## src/design/spq_pkg.sv

```systemverilog
// ----------------------------------------------------------------------------
// spq_pkg
// Shared types and constants for the sorted priority queue and its cells.
// ----------------------------------------------------------------------------
package spq_pkg;

    // Default number of entries
    localparam int CAPACITY_DEF = 128;

    // Field widths
    localparam int VALUE_W      = 32;
    localparam int COUNT_W      = 8;
    localparam int OUT_TDATA_W  = 48;

    // Operation codes carried on the input tuser
    localparam logic OP_ENQUEUE = 1'b0;
    localparam logic OP_DEQUEUE = 1'b1;

    // Command broadcast to every cell
    typedef struct packed {
        logic ins;      // insert the broadcast value
        logic del;      // remove the head entry
    } spq_ctrl_t;

    // What one cell shows its neighbours
    typedef struct packed {
        logic signed [VALUE_W-1:0] value;
        logic                      valid;
        logic                      take;   // cell is at or behind the insert point
    } spq_link_t;

    localparam spq_link_t LINK_NONE = '{value: '0, valid: 1'b0, take: 1'b0};

endpackage

```

## src/design/spq_cell.sv

```systemverilog
// ----------------------------------------------------------------------------
// spq_cell
// One place of the sorted store: holds a value and its valid bit, shifts
// towards the tail on an insert ahead of it and towards the head on a removal.
// ----------------------------------------------------------------------------
module spq_cell (
    input  logic                              aclk,
    input  logic                              aresetn,
    input  spq_pkg::spq_ctrl_t                ctrl,
    input  logic signed [spq_pkg::VALUE_W-1:0] ins_value,
    input  spq_pkg::spq_link_t                prev_link,   // cell nearer the head
    input  spq_pkg::spq_link_t                next_link,   // cell nearer the tail
    output spq_pkg::spq_link_t                own_link
);

    logic signed [spq_pkg::VALUE_W-1:0] value_reg;
    logic signed [spq_pkg::VALUE_W-1:0] value_next;
    logic                               valid_reg;
    logic                               valid_next;
    logic                               take;

    // An empty place or a value not below the new one yields to the insert
    assign take = !valid_reg || (value_reg >= ins_value);

    // Choose the next content of this place
    always_comb begin
        value_next = value_reg;
        valid_next = valid_reg;
        if (ctrl.del) begin
            value_next = next_link.value;
            valid_next = next_link.valid;
        end else if (ctrl.ins && take) begin
            if (prev_link.take) begin
                value_next = prev_link.value;
                valid_next = prev_link.valid;
            end else begin
                value_next = ins_value;
                valid_next = 1'b1;
            end
        end
    end

    // Hold the value; no reset on payload
    always_ff @(posedge aclk) begin
        value_reg <= value_next;
    end

    // Hold the valid bit
    always_ff @(posedge aclk) begin
        if (!aresetn) begin
            valid_reg <= 1'b0;
        end else begin
            valid_reg <= valid_next;
        end
    end

    assign own_link = '{value: value_reg, valid: valid_reg, take: take};

endmodule

```

## config.mk

```make
export PLATFORM = sky130hd
export DESIGN_NAME = spq_cell
export DESIGN_NICKNAME = d
export VERILOG_FILES = /design/src/design/spq_pkg.sv /design/src/design/spq_cell.sv
export SDC_FILE = /design/constraint.sdc
export NUM_CORES = 1
export LEC_CHECK = 0
export ABC_AREA = 1
export BUFFER_PORTS_ARGS = -buffer_cell sky130_fd_sc_hd__buf_2
export CAP_MARGIN = 5
export CELL_PAD_IN_SITES_DETAIL_PLACEMENT = 1
export CELL_PAD_IN_SITES_GLOBAL_PLACEMENT = 1
export CORE_MARGIN = 5
export CORE_UTILIZATION = 35
export DETAILED_ROUTE_END_ITERATION = 16
export PLACE_DENSITY = 0.95
export REMOVE_ABC_BUFFERS = 1
export SYNTH_ARGS = -nofsm -noshare
export SYNTH_HDL_FRONTEND = slang
export SYNTH_SLANG_ARGS = --single-unit
```

## constraint.sdc

```tcl
create_clock -name aclk -period 4.6 [get_ports aclk]
set_input_delay 0.69 -clock aclk [delete_from_list [all_inputs] [get_ports aclk]]
set_output_delay 0.69 -clock aclk [all_outputs]
set_load 0.01 [all_outputs]
```

-- Yosys cells after proc, flatten, opt, wreduce, memory -nomap -nowiden
Index checks and enable logic that the tools add are counted.
- input bits: 104
- register bits: 33
- output and inout bits: 34
- word-level logic and storage cells: 13
- multiplexer cells: 6
- reductions and logical operators: 4
- magnitude comparators: 1
- operator list (cell ; count):
    $mux W32 ; 3
    $ge A32 B32 Y1 ; 1
    $mux W1 ; 3
    $reduce_bool A2 Y1 ; 1
    $logic_and A1 B1 Y1 ; 1
    $logic_not A1 Y1 ; 1
    $logic_or A1 B1 Y1 ; 1

-- Logic depth before layout (Yosys ltp)
Gate-level depths: netlist (run 1).
- depth after elaboration: 5
- depth in mapped cells: 18
- depth with buffers taken out: 18

-- Worst setup path before layout (run 1)
Ideal clock, no wire load.
- path kind: input to output
- start point: in ins_value[19] in the netlist's numbering
- end point: out own_link[0] in the netlist's numbering
- required time: 3.910 ns
- setup slack: 2.060 ns
- arrival time: 1.850 ns
- stages on the path: 10
- cells stage by stage: inv_1 ha_1 a21o_1 o21ai_1 nand2_1 a21oi_1 nand2_1 nand2_1 nand3_2 buf_4
- word-level cells in the longest chain between the ends: 2
- ends and longest elaborated chain (element ; line ; RTL):
    start, declared ; spq_cell.sv:10 ; input logic signed [spq_pkg::VALUE_W-1:0] ins_value,
    $ge A32 B32 Y1 ; spq_cell.sv:23 ; assign take = !valid_reg || (value_reg >= ins_value);
    $logic_or A1 B1 Y1 ; spq_cell.sv:23 ;
    end, declared ; spq_cell.sv:13 ; output spq_pkg::spq_link_t own_link
Every way passes these cells.

==> flow_metrics.env, run 1 <==
export IMPL_placed_cell_area_um2=3350
export IMPL_fin_setup_tns_ns=0
export IMPL_path_class="in -> out"
export IMPL_start_util_pct=36.0
export IMPL_wl_um=7830
export IMPL_gp_congestion=0.730
export IMPL_cts_sinks=33
export IMPL_yosys_top_cells_area="edfxtp_1 (37%), ha_1 (15%), nand2_1 (9.3%), o21a_1 (8.9%), o211ai_1 (8.3%)"
export IMPL_synthXorXnorAreaFrac_pct=0
export IMPL_cts_htree_levels=2
export IMPL_critPathArrivalTime_ns=2.11
export IMPL_wl_per_cell_um=14.7
export IMPL_first_iter_violations=45
export IMPL_coreArea_um2=7250
export IMPL_drtAntennaViolNets=0
export IMPL_p_per_area_nw_per_um2=256
export IMPL_power_static_leakage_uw=0.00171
export IMPL_synthCells=302
export IMPL_hold_slack_ns=0.592
export IMPL_rsz0062_at_grt="no"
export IMPL_status="complete, no violations"
export IMPL_die_area_um2=9290
export IMPL_worstMarginPinSlew_ns=1.03
export IMPL_drc_errors=0
export IMPL_slew_violations=0
export IMPL_syn_cell_area_um2=2610
export IMPL_cts_setup_buffers=0
export IMPL_numPortBuffers=136
export IMPL_drive_gt1_share_pct=36.3
export IMPL_cts_tree="yes"
export IMPL_cts_path_max_buffers=2
export IMPL_die_height_um=96.4
export IMPL_diodes=0
export IMPL_ys_async_sr_fraction_pct=0
export IMPL_crit_required_ns=3.91
export IMPL_cp_max_fo=4
export IMPL_hold_buffers=0
export IMPL_setup_viol=0
export IMPL_grt_max_degree=64
export IMPL_ys_ff_latch=33
export IMPL_drv_cap=0
export IMPL_layout_nets=567
export IMPL_final_cell_count_no_fill=531
export IMPL_grt_pass1_vias=2743
export IMPL_yosys_cell_types_count=27
export IMPL_synth_top_family_by_area="compound AO/OA/AOI/OAI gates"
export IMPL_grt_ovfl_total=0
export IMPL_avgSynthCellArea_um2=8.65
export IMPL_root_buffer="clkbuf_8"
export IMPL_slew_headroom_pct=31.6
export IMPL_stdcell_area_um2=3430
export IMPL_synth_adder_area_share_pct=15.3
export IMPL_synth_compound_area_share_pct=22.9
export IMPL_num_vias=2549
export IMPL_yosysSeqAreaShare_pct=37.5
export IMPL_synth_edf_count=32
export IMPL_grt_pass1_wl_um=12100
export IMPL_pin_count=138
export IMPL_ys_flop_type="edfxtp_1"
export IMPL_dp_cells=523
export IMPL_postCtsResizedCells=0
export IMPL_insertion_delay_ns=0.29
export IMPL_synthMuxAreaShare_pct=0
export IMPL_track_usage_pct=16.5
export IMPL_die_x_um=96.4
export IMPL_area_delta_synth_final_pct=31.3
export IMPL_nFillCells=920
export IMPL_hold_viol_final=0
export IMPL_yosys_warnings=0
export IMPL_fmax_mhz=357
export IMPL_cp_end_kind="output port"
export IMPL_min_period_ns=2.80
export IMPL_dpl_hpwl_um=6470
export IMPL_largest_reg_flops=32
export IMPL_fin_skew_ns=0.00574
export IMPL_fin_crit_sh_pct=60.9
export IMPL_via_per_inst=4.80
export IMPL_yosys_area_share_simple_pct=15.2
export IMPL_synth_top_area_cell="edfxtp_1"
export IMPL_yosysMostFrequentCell="nand2_1"
export IMPL_cts_buffers=5
export IMPL_antenna_found_initial=0
export IMPL_synth_top_area_share_pct=36.8
export IMPL_drt_pass1_iter_count=4
export IMPL_ir_worst_vdd_mv=0.126
export IMPL_ys_top_cells_by_count="nand2_1 (65), inv_1 (38), edfxtp_1 (32), ha_1 (32), o21a_1 (31)"
export IMPL_hold_path_class="reg -> reg"
export IMPL_rows=31
export IMPL_path_clk_slew_ns=0.07
export IMPL_cp_start_kind="primary input"
critical path, stage by stage:
cell and delay (ns):
buf_2 0.09, inv_1 0.04, ha_1 0.33, a21oi_1 0.18
o21a_1 0.14, nand2_1 0.05, a21oi_1 0.21, nand2_1 0.08
nand2_1 0.07, nand3_2 0.07, buf_2 0.15
final cells by class:
cell class	instances	area, um2	area share (%)
multi-input cells	211	1400	40.7
flip-flops and latches	33	981	28.6
repair buffers	137	688	20.1
inverters	43	161	4.70
well taps	99	124	3.61
clock buffers	8	80.1	2.33
layer usage:
layer  global-route usage (%)  vias up  wire length, um
li1                         -     1298                -
met2                     31.1       79             3990
met1                     18.4     1164             3160
met4                     3.86        0              102
met3                     4.18        8              583
met5                        0        -                0
path summary, 6_finish.rpt:
check	from	to	slack [ns]	cells past startpoint
hold reg to reg	valid_reg	valid_reg	0.59	4
setup / recovery	ins_value[31]	own_link[0]	1.80	11
hold / removal	valid_reg	valid_reg	0.59	4
setup reg to reg	value_reg[31]	value_reg[1]	2.04	10
cell families after synthesis:
group,after synthesis
DFF,33
buffers and inverters,58
AOI/OAI and AO/OA,87
adders and majority gates,32
and+or+nand+nor,92
power by group:
group / switching [uW] / internal (uW)
Clock: 110 / 108
Combinational: 151 / 124
Sequential: 16.3 / 370
cells in the final DEF (no fill, tap or decap), drive strengths merged:
cell type    n
inv         41
and2         1
nand4        1
a21o         2
nor2        15
nand3        4
ha          32
o21a        31
nand2       69
clkinv       2
o21ai        3
buf        137
clkbuf       8
a21oi       22
o211ai      29
nor3         1
nand3b       1
edfxtp      32
dfxtp        1
per-stage QoR:
| step | power (uW) | worst slack [ns] | utilization [%] |
|---|---|---|---|
| floorplan | 547 | 2.03 | - |
| global placement | 657 | 1.58 | 46.2 |
| detailed placement | 673 | 1.51 | 46.2 |
| CTS | 892 | 1.75 | 47.3 |
| global route | 938 | 1.60 | 47.3 |
| finish | 879 | 1.80 | 47.3 |
No activity file was read; power rests on OpenSTA's default activity.
==> run 2: changes to the inputs <==
- ABC_AREA: 1 -> 0
- CORE_UTILIZATION: 35 -> 29
- PLACE_DENSITY: 0.95 -> 0.87
- clock period: 4.6 -> 2.3 ns (I/O delays scaled with it)
==> run 2 against run 1 <==
The run now ends with setup timing left. Total power up 120%. Clock power up 98%. Via count up 4.9%. Die area up 16%. First-iteration DRC count down 24%. Critical path type is now reg -> out. Largest cell class unchanged.
==> flow_metrics.env, run 2 <==
export IMPL_status="finished, violations left"
export IMPL_violations="setup timing"
export IMPL_setup_ws_ns=-0.453
export IMPL_rows=34
export IMPL_yosys_cell_types_count=30
export IMPL_wl_um=8840
export IMPL_pin_count=138
export IMPL_fin_crit_sh_pct=120
export IMPL_yosysSeqAreaShare_pct=38.3
export IMPL_cp_end_kind="output port"
export IMPL_die_area_um2=10800
export IMPL_cts_sinks=33
export IMPL_nFillCells=1042
export IMPL_avgSynthCellArea_um2=9.38
export IMPL_drtAntennaViolNets=0
export IMPL_diodes=0
export IMPL_grt_max_degree=63
export IMPL_drive_gt1_share_pct=44.7
export IMPL_synth_edf_count=32
export IMPL_dp_slack_ns=-0.320
export IMPL_drt_pass1_iter_count=3
export IMPL_min_period_ns=2.75
export IMPL_hold_path_class="in -> reg"
export IMPL_via_per_inst=4.87
export IMPL_worstMarginPinSlew_ns=0.532
export IMPL_yosys_top_cells_area="edfxtp_1 (38%), ha_1 (16%), mux2i_1 (13%), o21ai_0 (7.2%), nand2_1 (6.3%)"
export IMPL_ys_async_sr_fraction_pct=0
export IMPL_grt_pass1_vias=3029
export IMPL_setup_viol=34
export IMPL_slew_violations=0
export IMPL_drc_errors=0
export IMPL_p_per_area_nw_per_um2=506
export IMPL_hold_viol_final=0
export IMPL_critPathArrivalTime_ns=2.41
export IMPL_start_util_pct=29.5
export IMPL_largest_reg_flops=32
export IMPL_power_static_leakage_uw=0.00198
export IMPL_layout_nets=576
export IMPL_insertion_delay_ns=0.28
export IMPL_grt_pass1_wl_um=14000
export IMPL_final_util_pct=44.6
export IMPL_cp_max_fo=3
export IMPL_rsz0062_at_grt="yes"
export IMPL_area_delta_synth_final_pct=51.2
export IMPL_dpl_hpwl_um=7010
export IMPL_track_usage_pct=15.8
export IMPL_wl_per_cell_um=16.1
export IMPL_yosys_warnings=0
export IMPL_crit_required_ns=1.96
export IMPL_fin_skew_ns=0.00702
export IMPL_synth_top_area_share_pct=37.5
export IMPL_coreArea_um2=8680
export IMPL_ys_top_cells_by_count="nand2_1 (43), o21ai_0 (37), inv_1 (33), mux2i_1 (33)"
export IMPL_synthCells=273
export IMPL_synth_top_area_cell="edfxtp_1"
export IMPL_hold_buffers=0
export IMPL_final_cell_count_no_fill=549
export IMPL_regArea_um2=981
export IMPL_p_total_uw=1960
export IMPL_die_height_um=104
export IMPL_layout_common_cells="buf_2 (135), nand2_1 (43), o21ai_0 (36)"
export IMPL_numPortBuffers=136
export IMPL_cp_start_kind="register"
export IMPL_root_buffer="clkbuf_8"
export IMPL_dp_cells=532
export IMPL_path_class="reg -> out"
export IMPL_ys_flop_type="edfxtp_1"
export IMPL_yosysMostFrequentCell="nand2_1"
export IMPL_cts_buffers=5
export IMPL_die_x_um=104
export IMPL_cts_path_max_buffers=2
export IMPL_drv_cap=0
export IMPL_ys_ff_latch=33
export IMPL_slew_headroom_pct=64.5
export IMPL_path_clk_slew_ns=0.08
export IMPL_fmax_mhz=363
export IMPL_cts_htree_levels=2
export IMPL_gp_congestion=0.714
export IMPL_syn_cell_area_um2=2560
export IMPL_antenna_found_initial=0
export IMPL_cts_tree="yes"
export IMPL_first_iter_violations=34
export IMPL_grt_ovfl_total=0
export IMPL_layout_commonest_cell="buf_2"
export IMPL_ir_worst_vdd_mv=0.212
export IMPL_multiInputGateArea_um2=1500
export IMPL_num_vias=2673
==> run 2: cell count changes in the layout (fill, tap and decap cells not counted), sizes merged, moves of 11 or more <==
cell    delta
o21a      -29
mux2i     +33
nand2     -26
nor2      -11
o21ai     +34
o211ai    -28
buf       +36
==> run 2: through the flow <==
stage / hold WS, ns / instance area, um2 / setup TNS (ns)
after floorplan: 0.487 / 2500 / -1.09
after global placement: 0.465 / 3560 / -6.87
after detailed placement: 0.477 / 3560 / -9.64
after CTS: 0.312 / 3910 / -8.07
after global routing: 0.319 / 3870 / -11.91
final: 0.324 / 3870 / -9.39
==> run 2: critical path, stage by stage (launching register included) <==
cell,delay (ns)
edfxtp_1,0.39
ha_1,0.30
nand4_1,0.20
or3_4,0.17
a21oi_2,0.03
o41a_1,0.46
o21ai_0,0.30
nand3_2,0.13
buf_6,0.14
==> run 2: final cells by class <==
cell class	instances	area share, %
repair buffers	173	27.0
flip-flops and latches	33	25.3
clock buffers	5	1.78
well taps	108	3.49
clock inverters	3	0.323
multi-input cells	194	38.8
inverters	33	3.20
==> run 2: cells by family after synthesis <==
kind of cell               synth area share (%)
adders and majority gates                  15.6
buffers and inverters                      7.18
and+or+nand+nor                            12.1
muxes                                      12.9
AOI/OAI and AO/OA                          13.8
DFF                                        38.3
==> run 2: repair_timing <==
action | 4_1_cts | 5_1_grt
endpoints found under the hold margin | 0 | 0
buffers inserted | 9 | 0
pin swaps | 3 | 4
cloned | 3 | 0
resized for setup | 15 | 7
endpoints found under the setup margin | 34 | 34
==> run 2: where the power goes <==
group | internal [uW] | leakage (uW) | switching (uW) | total (uW)
logic | 376 | 0.00160 | 356 | 733
registers | 750 | 0.000338 | 43.8 | 794
clock network | 204 | 0.0000430 | 227 | 431
total | 1330 | 0.00198 | 627 | 1960
==> run 2: path summary, 6_finish.rpt <==
path                      start             to  slack (ns)  cells after the start
setup reg to reg  value_reg[14]  value_reg[24]       -0.34                      9
hold / removal          aresetn      valid_reg        0.32                      3
hold reg to reg       valid_reg      valid_reg        0.49                      2
setup / recovery  value_reg[12]    own_link[0]       -0.45                      8
==> run 2: metal layers <==
metal | global-route usage, % | up-vias | share of wire [%]
met5 | 0 | - | 0
met4 | 5.92 | 0 | 2.7
met3 | 3.29 | 18 | 5.9
met2 | 30.6 | 89 | 54
met1 | 16.5 | 1261 | 38
li1 | - | 1305 | -
